[config.mk]
export PLATFORM = sky130hd
export DESIGN_NAME = iir_direct_form_one_filter_top
export DESIGN_NICKNAME = d
export VERILOG_FILES = /design/src/hw/rtl/iirdf1_pkg.sv /design/src/hw/rtl/iirdf1_mac.sv /design/src/hw/rtl/iir_direct_form_one_filter_top.sv
export SDC_FILE = /design/constraint.sdc
export NUM_CORES = 2
export LEC_CHECK = 0
export ABC_CLOCK_PERIOD_IN_PS = 12800
export BUFFER_PORTS_ARGS = -buffer_cell sky130_fd_sc_hd__buf_4
export CELL_PAD_IN_SITES_DETAIL_PLACEMENT = 1
export CELL_PAD_IN_SITES_GLOBAL_PLACEMENT = 1
export CORE_MARGIN = 2
export CORE_UTILIZATION = 49
export CTS_BUF_LIST = sky130_fd_sc_hd__clkbuf_8 sky130_fd_sc_hd__clkbuf_16
export CTS_CLUSTER_SIZE = 20
export DETAILED_ROUTE_END_ITERATION = 10
export MAX_ROUTING_LAYER = met4
export PLACE_DENSITY_LB_ADDON = 0.1
export SYNTH_ARGS = -nofsm -noshare
export SYNTH_HDL_FRONTEND = slang
export SYNTH_SLANG_ARGS = --single-unit
[constraint.sdc]
create_clock -name i_clk -period 12.8 [get_ports i_clk]
set_input_delay 2.56 -clock i_clk [delete_from_list [all_inputs] [get_ports i_clk]]
set_output_delay 2.56 -clock i_clk [all_outputs]
set_load 0.005 [all_outputs]
[src/hw/rtl/iirdf1_pkg.sv]
// shared types, sizes and codes for the direct form one iir filter
`default_nettype none

package iirdf1_pkg;

    // filter size and field widths
    localparam int MAX_TAPS   = 8;
    localparam int SAMPLE_W   = 24;
    localparam int COEF_W     = 32;
    localparam int FRAC_BITS  = 24;
    localparam int KIND_W     = 2;
    localparam int CIDX_FLD_W = 4;
    localparam int TAPCFG_W   = 4;
    localparam logic [TAPCFG_W-1:0] TAP_RESET = TAPCFG_W'(2);

    // digit-serial multiplier sizing
    localparam int DIGIT_W = 8;
    localparam int NDIG    = (SAMPLE_W + DIGIT_W - 1) / DIGIT_W;
    localparam int OPND_W  = NDIG * DIGIT_W;
    localparam int DIG_W   = (NDIG > 1) ? $clog2(NDIG) : 1;
    localparam int MUL_W   = COEF_W + DIGIT_W + 1;
    localparam int PROD_W  = COEF_W + OPND_W;
    localparam int ACC_W   = PROD_W + $clog2(2 * MAX_TAPS + 2);

    // coefficient and history index widths
    localparam int CIDX_W = $clog2(MAX_TAPS + 1);
    localparam int HIDX_W = (MAX_TAPS > 1) ? $clog2(MAX_TAPS) : 1;

    typedef logic signed [SAMPLE_W-1:0] t_sample;
    typedef logic signed [COEF_W-1:0]   t_coef;

    // input word kinds
    typedef enum logic [KIND_W-1:0] {
        KIND_SAMPLE = 2'd0,
        KIND_NUM    = 2'd1,
        KIND_DEN    = 2'd2,
        KIND_CLEAR  = 2'd3
    } t_kind;

    // sequencer to multiply-accumulate unit controls
    typedef struct packed {
        logic clr;
        logic load;
        logic step;
        logic acc;
        logic sub;
        logic rnd;
    } t_mac_ctl;

endpackage

`default_nettype wire

[src/hw/rtl/iirdf1_mac.sv]
// digit-serial multiply-accumulate unit with rounding and saturation
`default_nettype none

module iirdf1_mac
    import iirdf1_pkg::*;
(
    input  wire logic     i_clk,
    input  wire t_mac_ctl i_ctl,
    input  wire t_coef    i_coef,
    input  wire t_sample  i_opnd,
    output t_sample       o_y,
    output logic          o_sat
);

    localparam int Q_W = ACC_W - FRAC_BITS;
    localparam logic signed [Q_W-1:0] Q_MAX = Q_W'((64'sd1 <<< (SAMPLE_W - 1)) - 64'sd1);
    localparam logic signed [Q_W-1:0] Q_MIN = Q_W'(-(64'sd1 <<< (SAMPLE_W - 1)));
    localparam logic signed [ACC_W-1:0] HALF = ACC_W'(64'sd1 <<< (FRAC_BITS - 1));

    t_coef                     r_coef;
    logic signed [OPND_W-1:0]  r_opnd;
    logic                      r_first;
    logic signed [PROD_W-1:0]  r_prod;
    logic signed [ACC_W-1:0]   r_acc;

    logic [DIGIT_W-1:0]        digit;
    logic signed [DIGIT_W:0]   digit_s;
    logic signed [MUL_W-1:0]   mul;
    logic signed [PROD_W-1:0]  mul_ext;
    logic signed [ACC_W-1:0]   prod_ext;
    logic signed [Q_W-1:0]     q;

    // top digit first, it carries the sign
    assign digit   = r_opnd[OPND_W-1 -: DIGIT_W];
    assign digit_s = r_first ? $signed({digit[DIGIT_W-1], digit}) : $signed({1'b0, digit});
    assign mul     = $signed(r_coef) * digit_s;
    assign mul_ext = PROD_W'(mul);
    assign prod_ext = ACC_W'(r_prod);

    // operand shift line and partial product
    always_ff @(posedge i_clk) begin
        if (i_ctl.load) begin
            r_coef  <= i_coef;
            r_opnd  <= OPND_W'(i_opnd);
            r_first <= 1'b1;
            r_prod  <= '0;
        end else if (i_ctl.step) begin
            r_opnd  <= r_opnd << DIGIT_W;
            r_first <= 1'b0;
            r_prod  <= (r_prod <<< DIGIT_W) + mul_ext;
        end
    end

    // accumulator, also takes the rounding half
    always_ff @(posedge i_clk) begin
        if (i_ctl.clr) begin
            r_acc <= '0;
        end else if (i_ctl.acc) begin
            r_acc <= i_ctl.sub ? r_acc - prod_ext : r_acc + prod_ext;
        end else if (i_ctl.rnd) begin
            r_acc <= r_acc + HALF;
        end
    end

    // floor shift and clip to sample range
    assign q = r_acc[ACC_W-1:FRAC_BITS];

    always_comb begin
        if (q > Q_MAX) begin
            o_y   = {1'b0, {(SAMPLE_W - 1){1'b1}}};
            o_sat = 1'b1;
        end else if (q < Q_MIN) begin
            o_y   = {1'b1, {(SAMPLE_W - 1){1'b0}}};
            o_sat = 1'b1;
        end else begin
            o_y   = q[SAMPLE_W-1:0];
            o_sat = 1'b0;
        end
    end

endmodule

`default_nettype wire

[src/hw/rtl/iir_direct_form_one_filter_top.sv]
// Direct form one IIR filter, top level: word decode, coefficient store,
// delay lines and the term sequencer around one digit-serial MAC.
// A coefficient load or history clear word leaves the sequencer idle. A sample
// word runs 2L+1 product terms (L = tap count, capped at 8) through one shared
// 32 x 8 digit multiplier; each term is a load, a digit step for each of the
// three operand digits and an accumulate, then a rounding and an output step
// follow, and the input stays stalled until the sequencer is idle again. The
// result waits in an output register and the next word is taken while it is
// stalled; the sequencer holds in its output state only when a second result
// would overwrite an untaken one.
`default_nettype none

module iir_direct_form_one_filter_top
    import iirdf1_pkg::*;
(
    input  wire logic                  i_clk,
    input  wire logic                  i_rst_n,
    input  wire logic                  i_cfg_we,
    input  wire logic [TAPCFG_W-1:0]   i_cfg_wdata,
    input  wire logic                  i_in_valid,
    output logic                       o_in_stall,
    input  wire logic [KIND_W-1:0]     i_kind,
    input  wire logic signed [SAMPLE_W-1:0] i_sample,
    input  wire logic [CIDX_FLD_W-1:0] i_coef_index,
    input  wire logic signed [COEF_W-1:0]   i_coef_value,
    output logic                       o_out_valid,
    input  wire logic                  i_out_stall,
    output logic signed [SAMPLE_W-1:0] o_filtered,
    output logic                       o_saturated
);

    typedef enum logic [5:0] {
        S_IDLE = 6'b000001,
        S_LOAD = 6'b000010,
        S_MUL  = 6'b000100,
        S_ACC  = 6'b001000,
        S_RND  = 6'b010000,
        S_OUT  = 6'b100000
    } t_state;

    t_state                r_state, n_state;
    logic [TAPCFG_W-1:0]   r_tap_count;
    logic [CIDX_W-1:0]     r_taps, n_taps;
    logic [CIDX_W-1:0]     r_j, n_j;
    logic                  r_phase, n_phase;
    logic [DIG_W-1:0]      r_dig, n_dig;
    t_sample               r_x;
    t_coef                 r_num [MAX_TAPS+1];
    t_coef                 r_den [MAX_TAPS+1];
    t_sample               r_xh [MAX_TAPS];
    t_sample               r_yh [MAX_TAPS];
    logic                  r_out_valid;
    t_sample               r_filtered;
    logic                  r_saturated;

    logic                  in_acc;
    logic                  out_acc;
    logic                  out_load;
    logic [CIDX_W-1:0]     cidx;
    logic [HIDX_W-1:0]     hidx;
    logic                  idx_ok;
    logic [CIDX_W-1:0]     eff_taps;
    t_coef                 coef_sel;
    t_sample               opnd_sel;
    t_mac_ctl              mac_ctl;
    t_sample               mac_y;
    logic                  mac_sat;

    assign in_acc   = i_in_valid && !o_in_stall;
    assign out_acc  = r_out_valid && !i_out_stall;
    assign out_load = (r_state == S_OUT) && (!r_out_valid || !i_out_stall);

    assign o_in_stall  = (r_state != S_IDLE);
    assign o_out_valid = r_out_valid;
    assign o_filtered  = r_filtered;
    assign o_saturated = r_saturated;

    // index decode for coefficient words
    assign cidx   = CIDX_W'(i_coef_index);
    assign idx_ok = (32'(i_coef_index) <= MAX_TAPS);
    assign eff_taps = (32'(r_tap_count) > MAX_TAPS) ? CIDX_W'(MAX_TAPS) : CIDX_W'(r_tap_count);

    // operand select for the current term
    assign hidx     = HIDX_W'(r_j - CIDX_W'(1));
    assign coef_sel = r_phase ? r_den[r_j] : r_num[r_j];
    assign opnd_sel = (r_j == '0) ? r_x : (r_phase ? r_yh[hidx] : r_xh[hidx]);

    // tap count register
    always_ff @(posedge i_clk) begin
        if (!i_rst_n) begin
            r_tap_count <= TAP_RESET;
        end else if (i_cfg_we) begin
            r_tap_count <= i_cfg_wdata;
        end
    end

    // term sequencer
    always_comb begin
        n_state = r_state;
        n_taps  = r_taps;
        n_j     = r_j;
        n_phase = r_phase;
        n_dig   = r_dig;
        mac_ctl = '0;
        case (r_state)
            S_IDLE: begin
                if (in_acc && (i_kind == KIND_SAMPLE)) begin
                    mac_ctl.clr = 1'b1;
                    n_taps  = eff_taps;
                    n_j     = '0;
                    n_phase = 1'b0;
                    n_state = S_LOAD;
                end
            end
            S_LOAD: begin
                mac_ctl.load = 1'b1;
                n_dig   = '0;
                n_state = S_MUL;
            end
            S_MUL: begin
                mac_ctl.step = 1'b1;
                n_dig = r_dig + DIG_W'(1);
                if (r_dig == DIG_W'(NDIG - 1)) begin
                    n_state = S_ACC;
                end
            end
            S_ACC: begin
                mac_ctl.acc = 1'b1;
                mac_ctl.sub = r_phase;
                n_state = S_LOAD;
                if (r_j == '0) begin
                    if (r_taps == '0) begin
                        n_state = S_RND;
                    end else begin
                        n_j = CIDX_W'(1);
                    end
                end else if (!r_phase) begin
                    n_phase = 1'b1;
                end else if (r_j == r_taps) begin
                    n_state = S_RND;
                end else begin
                    n_j     = r_j + CIDX_W'(1);
                    n_phase = 1'b0;
                end
            end
            S_RND: begin
                mac_ctl.rnd = 1'b1;
                n_state = S_OUT;
            end
            S_OUT: begin
                if (out_load) begin
                    n_state = S_IDLE;
                end
            end
            default: begin
                n_state = S_IDLE;
            end
        endcase
    end

    always_ff @(posedge i_clk) begin
        if (!i_rst_n) begin
            r_state <= S_IDLE;
            r_taps  <= '0;
            r_j     <= '0;
            r_phase <= 1'b0;
            r_dig   <= '0;
        end else begin
            r_state <= n_state;
            r_taps  <= n_taps;
            r_j     <= n_j;
            r_phase <= n_phase;
            r_dig   <= n_dig;
        end
    end

    // current sample
    always_ff @(posedge i_clk) begin
        if (in_acc && (i_kind == KIND_SAMPLE)) begin
            r_x <= i_sample;
        end
    end

    // coefficient store, denominator slot zero stays unused
    always_ff @(posedge i_clk) begin
        if (!i_rst_n) begin
            for (int i = 0; i <= MAX_TAPS; i++) begin
                r_num[i] <= '0;
                r_den[i] <= '0;
            end
        end else if (in_acc && idx_ok) begin
            if (i_kind == KIND_NUM) begin
                r_num[cidx] <= i_coef_value;
            end else if ((i_kind == KIND_DEN) && (i_coef_index != '0)) begin
                r_den[cidx] <= i_coef_value;
            end
        end
    end

    // delay lines shift over the full depth once per result
    always_ff @(posedge i_clk) begin
        if (!i_rst_n || (in_acc && (i_kind == KIND_CLEAR))) begin
            for (int i = 0; i < MAX_TAPS; i++) begin
                r_xh[i] <= '0;
                r_yh[i] <= '0;
            end
        end else if (out_load) begin
            r_xh[0] <= r_x;
            r_yh[0] <= mac_y;
            for (int i = 1; i < MAX_TAPS; i++) begin
                r_xh[i] <= r_xh[i-1];
                r_yh[i] <= r_yh[i-1];
            end
        end
    end

    // output word register
    always_ff @(posedge i_clk) begin
        if (!i_rst_n) begin
            r_out_valid <= 1'b0;
        end else if (out_load) begin
            r_out_valid <= 1'b1;
        end else if (out_acc) begin
            r_out_valid <= 1'b0;
        end
    end

    always_ff @(posedge i_clk) begin
        if (out_load) begin
            r_filtered  <= mac_y;
            r_saturated <= mac_sat;
        end
    end

    iirdf1_mac u_mac (
        .i_clk  (i_clk),
        .i_ctl  (mac_ctl),
        .i_coef (coef_sel),
        .i_opnd (opnd_sel),
        .o_y    (mac_y),
        .o_sat  (mac_sat)
    );

endmodule

`default_nettype wire

# After elaboration in Yosys (flattened, before gate mapping)
# Memory sizes are Yosys's and may differ from the RTL's. A register that Yosys moved wholly into a read port is not among the register bits.
# Cells that the tools add are included.
[classes]
n_reduce_logical = 28
n_eq_ne = 19
bitwise_logic = 16
multipliers = 1
div = 0
n_shift = 0
add_sub_neg = 7
mux = 82
n_lt_le_gt_ge = 4
[op_table]
columns = ["cell", "count"]
rows = [
  ["$mux W24", 22],
  ["$mux W61", 3],
  ["$mux W32", 3],
  ["$reduce_or A32 Y1", 2],
  ["$add A61 B25 Y61 const B", 1],
  ["$add A61 B56 Y61", 1],
  ["$sub A61 B56 Y61", 1],
  ["$add A56 B41 Y56", 1],
  ["$mux W4", 12],
  ["$mul A32 B9 Y41", 1],
  ["$gt A37 B24 Y1 const B", 1],
  ["$lt A37 B24 Y1 const B", 1],
  ["$pmux W6 S6", 1],
  ["$mux W1", 29],
  ["$mux W6", 4],
  ["$or A1 B1 Y1", 16],
  ["$mux W5", 3],
  ["$reduce_bool A2 Y1", 5],
  ["$mux W9", 1],
  ["$ne A3 B3 Y1 const B", 3],
  ["$logic_not A4 Y1", 2],
  ["$ne A2 B2 Y1 const B", 4],
  ["$pmux W4 S2", 1],
  ["$logic_and A1 B1 Y1", 7],
  ["other kinds (25)", 32],
]
[word_totals]
output_inout_bits = 27
input_bits = 71
word_cells = 176
reg_bits = 245
ramBits = 960
romBits = 0
latch_bits = 0
n_memories = 4
[mem_list]
columns = ["name", "depth", "width", "read_ports", "rd_clocked_by_memory_dff", "wr", "line_no", "source"]
rows = [
  ["r_den", 9, 32, 1, 1, 9, "iir_direct_form_one_filter_top.sv:49", "t_coef r_den [MAX_TAPS+1];"],
  ["r_num", 9, 32, 1, 1, 9, "iir_direct_form_one_filter_top.sv:48", "t_coef r_num [MAX_TAPS+1];"],
  ["r_xh", 8, 24, 8, 0, 8, "iir_direct_form_one_filter_top.sv:50", "t_sample r_xh [MAX_TAPS];"],
  ["r_yh", 8, 24, 8, 0, 8, "iir_direct_form_one_filter_top.sv:51", "t_sample r_yh [MAX_TAPS];"],
]

# Depth between registers and ports, before layout
[logic_depth]
ltp_word = 9
ltp_mapped = 24
mapped_depth_nobuf = 23

# By module
# Synthesis repeated with hierarchy kept, for this count alone.
[hier_totals]
cells_unflattened = 6317
area_unflattened_um2 = 85599.6
[modules_own_cells]
columns = ["mod", "seq_area_each_um2", "n_inst", "area_per_inst_um2", "cells_per_inst"]
rows = [
  ["iir_direct_form_one_filter_top", 44272.5, 1, 61868.1, 3525],
  ["iirdf1_mac", 4043.9, 1, 23731.5, 2792],
]

# Least setup slack after synthesis
# No wires, ideal clock.
[synth_path]
path_kind = "input port to flip-flop"
from = "in i_out_stall"
to = "mem r_xh[0][0] (netlist name) (enable)"
stages = 3
path_buffers = 1
t_required_ps = 11982
path_slack_ps = -369
setup_ps = 818
t_arrival_ps = 12351
cell_sequence = "a21oi_1 clkbuf_1 nand2b_1"
[synth_lines]
columns = ["item", "line_no", "source"]
rows = [
  ["from (decl)", "iir_direct_form_one_filter_top.sv:27", "input wire logic i_out_stall,"],
  ["to (decl)", "iir_direct_form_one_filter_top.sv:50", ""],
]

# Worst setup path after layout
[layout_path]
from = "reg u_mac.r_opnd[23]"
to = "reg u_mac.r_prod[54]"
[layout_between]
elab_chain_cells = 3
[layout_rtl]
columns = ["item", "line_no", "source"]
rows = [
  ["from (decl)", "iirdf1_mac.sv:21", "logic signed [OPND_W-1:0] r_opnd;"],
  ["from (signal assigned)", "iirdf1_mac.sv:44", "r_opnd <= OPND_W'(i_opnd);"],
  ["from (signal assigned)", "iirdf1_mac.sv:48", "r_opnd <= r_opnd << DIGIT_W;"],
  ["$mux W9", "iirdf1_mac.sv:35", "assign digit_s = r_first ? $signed({digit[DIGIT_W-1], digit}) : $signed({1'b0, digit});"],
  ["$mul A32 B9 Y41", "iirdf1_mac.sv:36", "assign mul = $signed(r_coef) * digit_s;"],
  ["$add A56 B41 Y56", "iirdf1_mac.sv:50", "r_prod <= (r_prod <<< DIGIT_W) + mul_ext;"],
  ["to (signal assigned)", "iirdf1_mac.sv:50", ""],
  ["to (decl)", "iirdf1_mac.sv:23", "logic signed [PROD_W-1:0] r_prod;"],
]
# Every way passes these cells.
# A chain may end at the register's enable or synchronous reset.

==> results.sh <==
export IMPL_status="completed"
export IMPL_setup_tns_ns=0
export IMPL_p_int_uw=13630
export IMPL_die_h_um=422.9
export IMPL_first_global_vias=55160
export IMPL_holdPathEnd="u_mac.r_first$_SDFFE_PN1P_"
export IMPL_synth_cell_types=68
export IMPL_finalSetupViolCount=0
export IMPL_synth_area_leaders="edfxtp_1, mux4_2, fa_1"
export IMPL_slowest_delay_ns=1.00
export IMPL_synth_area_um2=86000
export IMPL_wirelength_um=222400
export IMPL_yosys_warnings=0
export IMPL_crit_cells=23
export IMPL_pre_cts_ws_ns=4.623
export IMPL_startpoint_type="flip-flop"
export IMPL_cts_sinks=1657
export IMPL_fin_crit_sh_pct=63.80
export IMPL_critPathRequiredTime_ns=13.54
export IMPL_critical_path_buf_inv_count=4
export IMPL_cts_buffers=176
export IMPL_r2r_end="u_mac.r_prod[54]$_SDFFE_PN0P_"
export IMPL_crit_reg2reg_launch="u_mac.r_opnd[23]$_DFFE_PP_"
export IMPL_maxSlewViolCount=0
export IMPL_cts_tree="built"
export IMPL_rows=153
export IMPL_synth_common_cells="edfxtp_1, and2_1, nand2_1, mux4_2, inv_1"
export IMPL_maxCapViolations=0
export IMPL_r2r_slack_ns=4.63
export IMPL_clkLatencyLatePin_ns=0.83
export IMPL_synth_area_per_cell_um2=13.93
export IMPL_clock_skew_ns=0.04613
export IMPL_synth_main_ff_cell="edfxtp_1"
export IMPL_switchingPower_uw=8850
export IMPL_holdPathStages=2
export IMPL_syn2layout_area_growth_pct=12.58
export IMPL_async_reset_ff_share_pct=0
export IMPL_ys_seq_area_share_pct=56.18
export IMPL_clock_path_buffers=3
export IMPL_register_area_um2=48340
export IMPL_io_buffers=97
export IMPL_hp_class="reg2reg"
export IMPL_synth_edf_count=1513
export IMPL_dieArea_um2=178900
export IMPL_drtIter0Drc=4019
export IMPL_worst_pin_slew_ns=1.358
export IMPL_worstRegToRegCells=23
export IMPL_fp_coreArea_um2=174200
export IMPL_cts_resized=0
export IMPL_cp_slowest_cell="edfxtp_1"
export IMPL_cpMostUsedCell="fa_1"
export IMPL_fillers=17010
export IMPL_drt_pass1_iter_count=5
export IMPL_slew_headroom_pct=9.497
export IMPL_track_usage_pct=26.14
export IMPL_path_cells="nand2_1, buf_4, or2_2, fa_1, fa_1, inv_1, fa_1, inv_1, fa_1, fa_1, inv_1, ha_1, o211ai_1, o211ai_1, a32oi_1, o22ai_1, o21ai_0, o21ai_0, a31oi_1, o31ai_1, a41oi_1, xor2_1, o21ai_0"
export IMPL_ios=98
export IMPL_cts_hold_buf=0
export IMPL_grt_pass1_wl_um=345200
export IMPL_via_per_inst=5.619
export IMPL_layout_min_cycle_time_ns=8.166
export IMPL_worstSetupPathType="reg2reg"
export IMPL_antenna_found_initial=10
export IMPL_yosysMostFrequentCell="edfxtp_1"
export IMPL_fp_dieW_um=422.9
export IMPL_vdd_drop_max_v=0.0002891
export IMPL_hold_viol_final=0
export IMPL_synth_top_area_share_pct=52.83
export IMPL_sw_frac_of_total_pct=39.37
export IMPL_wl_per_cell_um=24.48
export IMPL_vias=51050
export IMPL_pwr_share_clk_pct=23.1
export IMPL_leakage_uw=0.03830
export IMPL_syn_inst=6176
export IMPL_multi_input_area_um2=36740
export IMPL_p_comb_share_pct=47.1
export IMPL_post_cts_setup_buffer_count=0
export IMPL_drc=0
export IMPL_antenna_left=0
export IMPL_rsz0062_at_grt="no"
export IMPL_clk_pin_slew_ns=0.06
export IMPL_hp_start="u_mac.r_first$_SDFFE_PN1P_"
export IMPL_initial_core_util_pct=49.37
export IMPL_cp_data_arrival_time_ns=8.91
export IMPL_finalNetCount=7160
export IMPL_clock_root_buffer="clkbuf_16"
export IMPL_pwr_share_seq_pct=29.8
export IMPL_endpoint_kind="flip-flop"
export IMPL_ys_ff_latch=1657
export IMPL_grt_ovfl_total=0
export IMPL_synth_top_cell_by_area="edfxtp_1"
export IMPL_fmax_mhz=122.5
export IMPL_fin_ws_ns=4.634
export IMPL_grt_max_degree=293
export IMPL_crit_family="compound AO/OA/AOI/OAI gates"
export IMPL_drive_gt1_share_pct=14.18
export IMPL_place_gp_congestion=0.8555
export IMPL_cts_htree_levels=4
export IMPL_critical_path_max_fanout=33
export IMPL_dp_hpwl_um=139000
export IMPL_p_per_area_nw_per_um2=232.2
## cell usage in the layout (no fill, tap or decap), drive strengths merged, types with 77 or more instances in the layout
| cell type | synthesis | routed |
|---|---|---|
| a21o | 77 | 77 |
| and3 | 293 | 293 |
| clkbuf | 352 | 184 |
| nand2 | 450 | 450 |
| and2 | 772 | 772 |
| xor2 | 80 | 80 |
| nor2 | 181 | 181 |
| conb | 1 | 480 |
| buf | 47 | 177 |
| dfxtp | 144 | 144 |
| ha | 181 | 181 |
| o21ai | 158 | 158 |
| xnor2 | 113 | 113 |
| inv | 420 | 482 |
| edfxtp | 1513 | 1513 |
| mux4 | 440 | 440 |
| a21oi | 220 | 220 |
| fa | 297 | 297 |
## power by group through the flow
stage	Clock, uW	Combinational (uW)	Sequential (uW)
after global placement	0	10400	6790
after floorplan	0	8040	6660
final	5190	10600	6710
after global routing	5470	12100	6760
after detailed placement	0	10600	6820
after CTS	5290	10700	6710
## layout make-up
type,count,share of cell area [%]
Timing Repair Buffer,177,1.424
Tap cell,2325,3.005
Clock buffer,184,4.721
Clock inverter,141,1.336
Antenna cell,3,0.007754
Sequential cell,1657,49.93
Inverter,421,1.632
Multi-Input combinational cell,4178,37.95
## worst min-delay path, stage by stage, from the launching register on
cell	delay, ns
dfxtp_1	0.31
nand2_1	0.06
nand2_1	0.04
## how the worst max path moves through the flow
stage | startpoint | to | slack [ns]
final | u_mac.r_opnd[23]$_DFFE_PP_ | u_mac.r_prod[54]$_SDFFE_PN0P_ | 4.63
after detailed placement | u_mac.r_opnd[23]$_DFFE_PP_ | u_mac.r_prod[54]$_SDFFE_PN0P_ | 4.62
after CTS | u_mac.r_opnd[23]$_DFFE_PP_ | u_mac.r_prod[54]$_SDFFE_PN0P_ | 4.61
after global routing | u_mac.r_opnd[23]$_DFFE_PP_ | u_mac.r_prod[50]$_SDFFE_PN0P_ | 4.05
after global placement | u_mac.r_opnd[23]$_DFFE_PP_ | u_mac.r_prod[54]$_SDFFE_PN0P_ | 4.82
after floorplan | i_out_stall | r_xh[0][0]$_SDFFCE_PN0P_ | 4.24
## flip-flops by register name, indices dropped and copies added, names as in the netlist, 24 cells and up, named ones only
register and cells:
u_mac.r_acc 61, r_num 512, o_filtered 24, r_xh 192, r_x 24, u_mac.r_prod 56
r_den 512, u_mac.r_opnd 24, u_mac.r_coef 32, r_yh 192
## cells by family (layout without fill, tap and decap cells)
group / Yosys count / after routing / synth area share [%]
simple gates: 1893 / 1893 / 11.93
buf+inv: 820 / 923 / 3.580
xor+xnor: 193 / 193 / 1.965
other cells: 1 / 483 / 0.004360
compound gates: 635 / 635 / 4.538
mux: 499 / 499 / 12.26
flops: 1657 / 1657 / 56.18
fa+ha+maj: 478 / 478 / 9.547
## per-stage QoR
step	area, um^2	power [uW]	hold WS [ns]	utilization (%)	instances
after global placement	90950	17160	0.4310	52.21	8758
after global routing	96820	24310	0.4874	55.58	9086
final	96820	22480	0.4546	55.58	9086
after CTS	96810	22690	0.4551	55.57	9083
after detailed placement	90950	17450	0.4454	52.21	8758
after floorplan	87800	14710	0.4227	-	6655
## routing by layer
| metal | vias to the layer above | share of wire, % | wire length [um] | track usage [%] |
|---|---|---|---|---|
| li1 | 22820 | - | - | - |
| met1 | 26950 | 42 | 94410 | 33.85 |
| met2 | 1010 | 52 | 114600 | 44.31 |
| met3 | 275 | 3.9 | 8655 | 2.748 |
| met4 | 0 | 2.1 | 4729 | 6.738 |
| met5 | - | 0 | 0 | - |
Power figures use the tool's default switching activity.
